`config.mk`:
```
export PLATFORM = sky130hd
export DESIGN_NAME = status_led_blink_sequencer_core
export DESIGN_NICKNAME = d
export VERILOG_FILES = /design/src/hw/rtl/slbs_pkg.sv /design/src/hw/rtl/status_led_blink_sequencer_core.sv /design/src/hw/rtl/slbs_blinker.sv
export SDC_FILE = /design/constraint.sdc
export NUM_CORES = 2
export LEC_CHECK = 0
export BUFFER_PORTS_ARGS = -buffer_cell sky130_fd_sc_hd__buf_2
export CAP_MARGIN = 10
export CORE_ASPECT_RATIO = 2
export CORE_MARGIN = 1
export CORE_UTILIZATION = 64
export DETAILED_ROUTE_END_ITERATION = 10
export PLACE_DENSITY = 0.85
export SETUP_SLACK_MARGIN = 0.1
export SYNTH_ARGS = -nofsm -noshare
export SYNTH_HDL_FRONTEND = slang
export SYNTH_SLANG_ARGS = --single-unit
```
`constraint.sdc`:
```
create_clock -name aclk -period 11.7 [get_ports aclk]
set_clock_uncertainty 0.05 [all_clocks]
set_input_delay 2.34 -clock aclk [delete_from_list [all_inputs] [get_ports aclk]]
set_output_delay 2.34 -clock aclk [all_outputs]
set_load 0.01 [all_outputs]
```
`src/hw/rtl/slbs_pkg.sv`:
```
// ----------------------------------------------------------------------------
// Status LED blink sequencer package
// Shared widths, constants, codes and the blinker control word.
// ----------------------------------------------------------------------------
package slbs_pkg;

    // One tick in milliseconds.
    localparam int TICK_MS = 5;
    localparam int TICK_W  = $clog2(TICK_MS + 1);

    localparam int DUR_W        = 16;
    localparam int PERIOD_W     = 16;
    localparam int DUTY_W       = 9;
    localparam int TICKS_W      = 14;
    localparam int PHASE_W      = 16;
    localparam int SAT_PERIOD_W = 13;
    localparam int SAT_W        = 6;
    localparam int MODE_W       = 3;
    localparam int FACE_W       = 3;
    localparam int STEP_W       = 2;
    localparam int CFG_IDX_W    = 3;
    localparam int CFG_DATA_W   = 16;

    // Input word opcodes.
    localparam logic OP_TICK  = 1'b0;
    localparam logic OP_START = 1'b1;

    // Run modes.
    localparam logic [MODE_W-1:0] MODE_ALL_BLINK = 3'd0;
    localparam logic [MODE_W-1:0] MODE_ACCEL_CAL = 3'd1;
    localparam logic [MODE_W-1:0] MODE_MAG_CAL   = 3'd2;
    localparam logic [MODE_W-1:0] MODE_ALL_HIGH  = 3'd3;

    // Configuration register indexes.
    localparam logic [CFG_IDX_W-1:0] REG_START_DURATION = 3'd0;
    localparam logic [CFG_IDX_W-1:0] REG_PERIOD_ONE     = 3'd1;
    localparam logic [CFG_IDX_W-1:0] REG_PERIOD_TWO     = 3'd2;
    localparam logic [CFG_IDX_W-1:0] REG_PERIOD_THREE   = 3'd3;
    localparam logic [CFG_IDX_W-1:0] REG_DUTY           = 3'd4;

    // Register reset values.
    localparam int DEF_START_MS = 2000;
    localparam logic [PERIOD_W-1:0] DEF_PERIOD_ONE   = 16'd200;
    localparam logic [PERIOD_W-1:0] DEF_PERIOD_TWO   = 16'd500;
    localparam logic [PERIOD_W-1:0] DEF_PERIOD_THREE = 16'd800;
    localparam logic [DUTY_W-1:0]   DEF_DUTY         = 9'd128;
    localparam logic [TICKS_W-1:0]  DEF_START_TICKS  = TICKS_W'(DEF_START_MS / TICK_MS);

    // Satellite pin schedule.
    localparam logic [SAT_W-1:0] SAT_FEW_MAX = 6'd5;
    localparam logic [SAT_W-1:0] SAT_MID_MAX = 6'd9;
    localparam logic [SAT_PERIOD_W-1:0] SAT_PERIOD_FAST = 13'd1000;
    localparam logic [SAT_PERIOD_W-1:0] SAT_PERIOD_MID  = 13'd2000;
    localparam logic [SAT_PERIOD_W-1:0] SAT_PERIOD_SLOW = 13'd5000;
    localparam logic [TICKS_W-1:0] SAT_TICKS_SHORT = TICKS_W'(1000 / TICK_MS);
    localparam logic [TICKS_W-1:0] SAT_TICKS_LONG  = TICKS_W'(2000 / TICK_MS);
    localparam logic [DUTY_W-1:0]  SAT_DUTY        = 9'd128;

    // Reciprocal for dividing a duration by the tick length.
    localparam int DIV_SHIFT  = DUR_W + $clog2(TICK_MS);
    localparam int DIV_MULT_W = DUR_W + 1;
    localparam int DIV_PROD_W = DUR_W + DIV_MULT_W;
    localparam logic [DIV_MULT_W-1:0] DIV_MULT =
        DIV_MULT_W'(((64'd1 << DIV_SHIFT) + TICK_MS - 1) / TICK_MS);

    typedef struct packed {
        logic               load;
        logic [TICKS_W-1:0] load_ticks;
        logic               load_endless;
        logic               advance;
        logic               force_high;
    } blk_ctrl_t;

endpackage

```
`src/hw/rtl/status_led_blink_sequencer_core.sv`:
```
// ----------------------------------------------------------------------------
// Status LED blink sequencer core
// Four pin blinkers stepped by tick and start words, one result per word.
// ----------------------------------------------------------------------------
// Each input word (a 5 ms tick or a start command) yields one output word with
// the four pin levels after that word. A word is registered on acceptance and
// processed into the output register once that register is free or being read,
// so the core sustains one word per clock while results are taken; the logic
// between the registers is the mode decode, satellite reload and blinker update,
// whose longest path is the period-times-duty product and its compare. A new word
// is taken while the previous result still waits on the output. Configuration
// writes take effect at once and must only be made while no word is in flight.
module status_led_blink_sequencer_core (
    input  logic                              aclk,
    input  logic                              aresetn,
    // Configuration write port.
    input  logic                              cfg_we,
    input  logic [slbs_pkg::CFG_IDX_W-1:0]    cfg_index,
    input  logic [slbs_pkg::CFG_DATA_W-1:0]   cfg_wdata,
    // Input stream.
    input  logic                              s_tvalid,
    output logic                              s_tready,
    // [2:0] run_mode, [5:3] accel_face, [7:6] mag_step, [13:8] sat_count,
    // [19:14] prev_sat_count, [20] filter_failed, [23:21] zero.
    input  logic [23:0]                       s_tdata,
    // [0] opcode.
    input  logic                              s_tuser,
    // Result stream.
    output logic                              m_tvalid,
    input  logic                              m_tready,
    // [0] pin_one, [1] pin_two, [2] pin_three, [3] pin_four, [7:4] zero.
    output logic [7:0]                        m_tdata
);
    import slbs_pkg::*;

    // Configuration registers.
    logic [TICKS_W-1:0]  start_ticks_reg;
    logic [PERIOD_W-1:0] period_reg [3];
    logic [DUTY_W-1:0]   duty_reg;
    logic [DIV_PROD_W-1:0] div_prod;

    // Input register.
    logic               in_valid_reg;
    logic               op_reg;
    logic [MODE_W-1:0]  mode_reg;
    logic [FACE_W-1:0]  face_reg;
    logic [STEP_W-1:0]  step_reg;
    logic [SAT_W-1:0]   sats_reg;
    logic [SAT_W-1:0]   prev_reg;
    logic               failed_reg;

    // Output register.
    logic       m_tvalid_reg;
    logic [3:0] pins_reg;

    logic       take;
    logic       is_start;
    logic       touch;
    logic [2:0] blink_mask;
    logic       changed;
    logic       reload;
    logic [TICKS_W-1:0]      reload_ticks;
    logic [SAT_PERIOD_W-1:0] sat_period_reg, sat_period_next;
    blk_ctrl_t  ctrl [4];
    logic [3:0] pin_next;

    function automatic logic [2:0] face_mask(input logic [FACE_W-1:0] face);
        case (face)
            3'd0:    face_mask = 3'b001;
            3'd1:    face_mask = 3'b010;
            3'd2:    face_mask = 3'b011;
            3'd3:    face_mask = 3'b100;
            3'd4:    face_mask = 3'b101;
            3'd5:    face_mask = 3'b110;
            default: face_mask = 3'b111;
        endcase
    endfunction

    function automatic logic [2:0] step_mask(input logic [STEP_W-1:0] step);
        case (step)
            2'd0:    step_mask = 3'b001;
            2'd1:    step_mask = 3'b010;
            2'd2:    step_mask = 3'b100;
            default: step_mask = 3'b111;
        endcase
    endfunction

    // Duration to ticks by reciprocal multiplication; exact over the 16-bit range.
    assign div_prod = DIV_PROD_W'(cfg_wdata) * DIV_PROD_W'(DIV_MULT);

    always_ff @(posedge aclk) begin
        if (!aresetn) begin
            start_ticks_reg <= DEF_START_TICKS;
            period_reg[0]   <= DEF_PERIOD_ONE;
            period_reg[1]   <= DEF_PERIOD_TWO;
            period_reg[2]   <= DEF_PERIOD_THREE;
            duty_reg        <= DEF_DUTY;
        end else if (cfg_we) begin
            case (cfg_index)
                REG_START_DURATION: start_ticks_reg <= TICKS_W'(div_prod >> DIV_SHIFT);
                REG_PERIOD_ONE:     period_reg[0]   <= cfg_wdata;
                REG_PERIOD_TWO:     period_reg[1]   <= cfg_wdata;
                REG_PERIOD_THREE:   period_reg[2]   <= cfg_wdata;
                REG_DUTY:           duty_reg        <= cfg_wdata[DUTY_W-1:0];
                default: ;
            endcase
        end
    end

    assign take     = in_valid_reg && (!m_tvalid_reg || m_tready);
    assign s_tready = !in_valid_reg || take;

    always_ff @(posedge aclk) begin
        if (!aresetn) begin
            in_valid_reg <= 1'b0;
        end else if (s_tready) begin
            in_valid_reg <= s_tvalid;
        end
    end

    always_ff @(posedge aclk) begin
        if (s_tvalid && s_tready) begin
            op_reg     <= s_tuser;
            mode_reg   <= s_tdata[2:0];
            face_reg   <= s_tdata[5:3];
            step_reg   <= s_tdata[7:6];
            sats_reg   <= s_tdata[13:8];
            prev_reg   <= s_tdata[19:14];
            failed_reg <= s_tdata[20];
        end
    end

    always_comb begin
        is_start = op_reg == OP_START;
        touch    = 1'b1;
        case (mode_reg)
            MODE_ALL_BLINK: blink_mask = 3'b111;
            MODE_ACCEL_CAL: blink_mask = face_mask(face_reg);
            MODE_MAG_CAL:   blink_mask = step_mask(step_reg);
            MODE_ALL_HIGH:  blink_mask = 3'b000;
            default: begin
                blink_mask = 3'b000;
                touch      = 1'b0;
            end
        endcase

        // Satellite pin reload; the first matching rule wins, and a start overrides them all.
        changed         = sats_reg != prev_reg;
        reload          = 1'b1;
        reload_ticks    = SAT_TICKS_LONG;
        sat_period_next = sat_period_reg;
        if ((changed && sats_reg <= SAT_FEW_MAX) || failed_reg) begin
            reload_ticks    = SAT_TICKS_SHORT;
            sat_period_next = SAT_PERIOD_FAST;
        end else if (changed && sats_reg <= SAT_MID_MAX) begin
            sat_period_next = SAT_PERIOD_MID;
        end else if (changed) begin
            sat_period_next = SAT_PERIOD_SLOW;
        end else begin
            reload = 1'b0;
        end
        if (is_start) begin
            reload          = 1'b0;
            sat_period_next = SAT_PERIOD_FAST;
        end

        for (int k = 0; k < 3; k++) begin
            ctrl[k].load         = is_start;
            ctrl[k].load_ticks   = start_ticks_reg;
            ctrl[k].load_endless = 1'b0;
            ctrl[k].advance      = !is_start && touch && blink_mask[k];
            ctrl[k].force_high   = !is_start && touch && !blink_mask[k];
        end
        ctrl[3].load         = is_start || reload;
        ctrl[3].load_ticks   = is_start ? start_ticks_reg : reload_ticks;
        ctrl[3].load_endless = 1'b1;
        ctrl[3].advance      = !is_start;
        ctrl[3].force_high   = 1'b0;
    end

    always_ff @(posedge aclk) begin
        if (!aresetn) begin
            sat_period_reg <= '0;
        end else if (take) begin
            sat_period_reg <= sat_period_next;
        end
    end

    for (genvar g = 0; g < 3; g++) begin : g_status_pin
        slbs_blinker u_blinker (
            .aclk     (aclk),
            .aresetn  (aresetn),
            .step_en  (take),
            .ctrl     (ctrl[g]),
            .period   (period_reg[g]),
            .duty     (duty_reg),
            .pin_next (pin_next[g])
        );
    end

    slbs_blinker u_sat_blinker (
        .aclk     (aclk),
        .aresetn  (aresetn),
        .step_en  (take),
        .ctrl     (ctrl[3]),
        .period   (PERIOD_W'(sat_period_next)),
        .duty     (SAT_DUTY),
        .pin_next (pin_next[3])
    );

    always_ff @(posedge aclk) begin
        if (!aresetn) begin
            m_tvalid_reg <= 1'b0;
        end else if (take) begin
            m_tvalid_reg <= 1'b1;
        end else if (m_tready) begin
            m_tvalid_reg <= 1'b0;
        end
    end

    always_ff @(posedge aclk) begin
        if (take) begin
            pins_reg <= pin_next;
        end
    end

    assign m_tvalid = m_tvalid_reg;
    assign m_tdata  = {4'b0000, pins_reg};

endmodule

```
`src/hw/rtl/slbs_blinker.sv`:
```
// ----------------------------------------------------------------------------
// Status LED blinker
// State of one pin blinker, with its load, countdown and phase logic.
// ----------------------------------------------------------------------------
module slbs_blinker (
    input  logic                           aclk,
    input  logic                           aresetn,
    input  logic                           step_en,
    input  slbs_pkg::blk_ctrl_t            ctrl,
    input  logic [slbs_pkg::PERIOD_W-1:0]  period,
    input  logic [slbs_pkg::DUTY_W-1:0]    duty,
    output logic                           pin_next
);
    import slbs_pkg::*;

    localparam int SCALED_W = PHASE_W + TICK_W;
    localparam int LEVEL_W  = SCALED_W + 8;
    localparam int THR_W    = PERIOD_W + DUTY_W;

    logic [TICKS_W-1:0]  remaining_reg, remaining_next, rem_ld;
    logic [PHASE_W-1:0]  phase_reg, phase_next, phase_ld, phase_inc, phase_wrap;
    logic                endless_reg, endless_next;
    logic                pin_reg, pin_ld;
    logic [SCALED_W-1:0] scaled_inc, scaled_wrap;
    logic [THR_W-1:0]    threshold;
    logic                wrap;

    always_comb begin
        rem_ld       = ctrl.load ? ctrl.load_ticks : remaining_reg;
        phase_ld     = ctrl.load ? '0 : phase_reg;
        endless_next = ctrl.load ? ctrl.load_endless : endless_reg;
        pin_ld       = pin_reg;

        phase_inc   = phase_ld + 1'b1;
        scaled_inc  = SCALED_W'(phase_inc) * SCALED_W'(TICK_MS);
        wrap        = scaled_inc >= SCALED_W'(period);
        phase_wrap  = wrap ? '0 : phase_inc;
        scaled_wrap = wrap ? '0 : scaled_inc;
        threshold   = THR_W'(period) * THR_W'(duty);

        remaining_next = rem_ld;
        phase_next     = phase_ld;
        pin_next       = pin_ld;

        if (ctrl.force_high) begin
            pin_next = 1'b1;
        end else if (ctrl.advance) begin
            if (rem_ld != '0) begin
                remaining_next = rem_ld - 1'b1;
            end else begin
                pin_next = 1'b1;
            end
            // The phase only runs while the countdown is live or the blinker is endless.
            if (remaining_next != '0 || endless_next) begin
                phase_next = phase_wrap;
                pin_next   = {scaled_wrap, 8'b0} <= LEVEL_W'(threshold);
            end
        end
    end

    always_ff @(posedge aclk) begin
        if (!aresetn) begin
            remaining_reg <= '0;
            phase_reg     <= '0;
            endless_reg   <= 1'b0;
            pin_reg       <= 1'b0;
        end else if (step_en) begin
            remaining_reg <= remaining_next;
            phase_reg     <= phase_next;
            endless_reg   <= endless_next;
            pin_reg       <= pin_next;
        end
    end

endmodule
```
==> results.txt <==
* Outcome: finished, final reports clean
- Setup slack on the worst reg-to-reg path comes out at 2.52 ns.
- Relative slew slack: 23.0%
* Initial DRC Count: 1778
* Part of the total power dissipated in the clock network: 21.3%
* Leak: 19.0 nW
- Critical path capture point type: register
- In the synthesized netlist the dominant register cell turns out to be dfxtp_1.
* Cell type with the highest aggregate area in the netlist: fa_1
- Buffers inserted to repair hold after CTS numbered 0.
- After synthesis the netlist holds a flip-flop and latch count of 240.
* Internal power: 0.00217 W
* Number of placed instances, taps included: 4992
- Vertical extent of the die: 341 um
- The synthesized design contains 74 enable-type register cells.
- Total negative slack: 0 ns
* Start point of the critical path: is_start$_DFFE_PP_
- Largest vdd supply drop: 0.262 mV
- Gate count of the mapped netlist: 4334
* Worst path most repeated cell: ha_1
- In the finished design, the share of the clock period the worst path needs comes to 78.5%.
- After synthesis, the share of flip-flops with an asynchronous set or reset is 0%.
- Number of iterations in the first detailed-routing pass: 9
- Switching power share of the total: 44.2%
* Pwr per Cell Area: 101 nW/um^2
- After synthesis, the largest family of logic cells by area is adder cells.
- Post-Syn Area per Cell: 8.51 sq um
* Number of endpoints with negative hold slack in the final report: 0
* Number of cells in the finished layout apart from fillers: 5038
- Floorplan Core Area: 57100 sq um
- Detailed Place HPWL: 79300 um
* Number of setup violations in the final report: 0
* Sequential area share after synthesis: 15.0%
- In this run, CTS created clock tree buffers numbering 25.
- Fill cell total of the finished layout: 4688
* Post-Synth XOR/XNOR Area: 4.28%
- Tightest Pin Transition: 1.16 ns
- The first global-routing pass estimated 160000 um of wire.
- Area of the die: 58600 sq um
* CP Class: register to register
* Combinational share of power: 53.1%
- Clock-pin slew on the worst setup and hold paths: 0.08 ns
- After detailed placement, the total cell area comes to 37600 sq um.
* Hold Path Origin: g_status_pin[1].u_blinker.phase_reg[15]$_SDFFE_PN0P_
* GR Util All Layers: 34.9%
- Cells with a size suffix above 1 make up 4.67% of the layout.
- Number of distinct standard cells referenced by the synthesized netlist: 99
* Power share of the sequential group: 25.7%
- Count of max-cap constraint violations: 0
* Reg-to-Reg Start: is_start$_DFFE_PP_
- The floorplan has 124 rows.
- The number of global-route vias before repair came to 33400.
- Final Power: 0.00389 W
* Global placement routability congestion: 0.968
- Final non-filler cell area: 38400 sq um
- The largest single stage delay on the critical path is 0.51 ns.
* Required arrival time at the worst endpoint: 12.06 ns
- For this design the total switching power over the nets is 0.00172 W.
- Buffers on Ports: 51
* Most common cell in the netlist: inv_1
- CTS Root Buffer Type: clkbuf_16
* Unrepaired setup endpoints after global routing: false
- Of the post-synthesis cell area, the part taken by muxes is 1.09%.
- Entering global routing, the biggest net connects 102 pins.
* Width of the chip: 172 um
- At the worst endpoint, the arrival time is 9.54 ns.
* Path class of the lowest-slack min-delay path: register to register
* Launching element type of the critical path: register
* Wire length reported by the detailed router: 98700 um
* Max Root-Sink Buffers: 3
- Area Growth Syn to Fin: 4.13%
- Avg WL per Cell: 19.6 um
- The total overflow left after global routing is 0.
- Simple-gate share of the synthesized area: 20.3%
- Clock insertion delay at the later pin of the skew report: 0.58 ns
- Proportion of netlist area held by the largest area contributor: 20.7%
- 59 I/O pins were placed.
- The number of max-slew violations in the final report was 0.
- In the routed layout, each cell is associated on average with a via count of 6.25.
- Biggest area contributors in the synthesized netlist: fa_1, ha_1, dfxtp_1
- Clk sinks: 240
- The final route contains 31500 vias.
* Most instantiated cells after synthesis: inv_1, ha_1, nand2_1, fa_1, nor2_1
- Min Clock Period, post-route: 9.18 ns
- Achievable frequency: 109 MHz
- After Yosys synthesis, full adders, half adders and majority gates account for 38.1% of the synthesized area.
- Max H-tree Level: 1
* Highest fanout seen on the critical path: 101
* Post CTS Setup Buffer Count: 0
- For this run, the post-layout net count is 5206.
* Netlist Area Pre-Place: 36900 sq um
- The largest individual stage delay along the critical path comes from the cell nor2_1.
- For this configuration, the core starts out at a cell density of 64.6%.
* Synthesis warning total: 0
- On the final layout, the worst hold slack is 0.397 ns.
* TritonCTS clock tree: yes
- Complex-gate fraction of the synthesized area: 13.5%
- Number of gates resized after cts: 0
* Remaining antenna violation count after routing: 0
- After detailed routing, the number of remaining DRC violations is 0.
* Antenna violations before repair: 1
==> power groups by stage <==
stage | registers [W] | clock network [W] | logic, W
after global placement | 0.00101 | 0 | 0.00196
after CTS | 0.000992 | 0.000826 | 0.00204
after detailed placement | 0.00101 | 0 | 0.00203
after global routing | 0.00100 | 0.000857 | 0.00231
after floorplan | 0.000936 | 0 | 0.00153
final | 0.000998 | 0.000827 | 0.00206
==> final timing paths <==
check                                                         end  depth (start not counted)
max reg2reg                                 pins_reg[0]$_DFFE_PP_                         35
min reg2reg  g_status_pin[1].u_blinker.phase_reg[15]$_SDFFE_PN0P_                          1
max                                         pins_reg[0]$_DFFE_PP_                         35
min          g_status_pin[1].u_blinker.phase_reg[15]$_SDFFE_PN0P_                          1
==> final cells by class <==
| type | count | area (sq um) | share of cell area [%] |
|---|---|---|---|
| repair buffers | 85 | 523 | 1.36 |
| well taps | 756 | 946 | 2.46 |
| multi-input cells | 3365 | 28500 | 74.3 |
| clock buffers | 28 | 647 | 1.68 |
| diodes | 1 | 2.50 | 0.00652 |
| clock inverters | 17 | 153 | 0.398 |
| inverters | 546 | 2050 | 5.34 |
| flip-flops and latches | 240 | 5550 | 14.5 |
==> critical path: cells and delay by family, from the launching register on <==
kind                     cells  cell delay, ns
AO/OA/AOI/OAI               16            3.54
AND/OR/NAND/NOR              8            1.86
XOR/XNOR                     1            0.16
buffers and inverters        5            1.38
adder cells (fa/ha/maj)      5            1.55
flip-flops                   1            0.41
==> per-stage QoR <==
step | util, % | setup WS [ns]
after floorplan | - | 3.10
after global placement | 65.8 | 2.79
after detailed placement | 65.8 | 2.60
after CTS | 67.2 | 2.59
after global routing | 67.2 | 2.03
final | 67.2 | 2.52
==> routing by layer <==
metal  share of wire (%)  up-vias  global-route usage [%]
li1                    -    14500                       -
met1                  31    15200                    31.5
met2                  53     1192                    64.8
met3                 6.1      584                    6.50
met4                 9.6        2                    30.5
met5              0.0081        -                       0
==> layout by cell type, fill, tap and decap left out, drive strengths merged, types with 74 or more instances in the layout <==
master	n
xor2	86
dfxtp	166
fa	382
o21ai	150
ha	512
buf	85
inv	553
xnor2	94
edfxtp	74
nand2	509
nor3	120
nor2	252
and2	237
a21oi	182
nand3	91
==> logic make-up after synthesis <==
family	count (synthesis)
simple gates	1514
fa+ha+maj	894
buf+inv	735
compound gates	731
flops	240
xor+xnor	180
mux	39
other cells	1
Power figures use the tool's default switching activity.
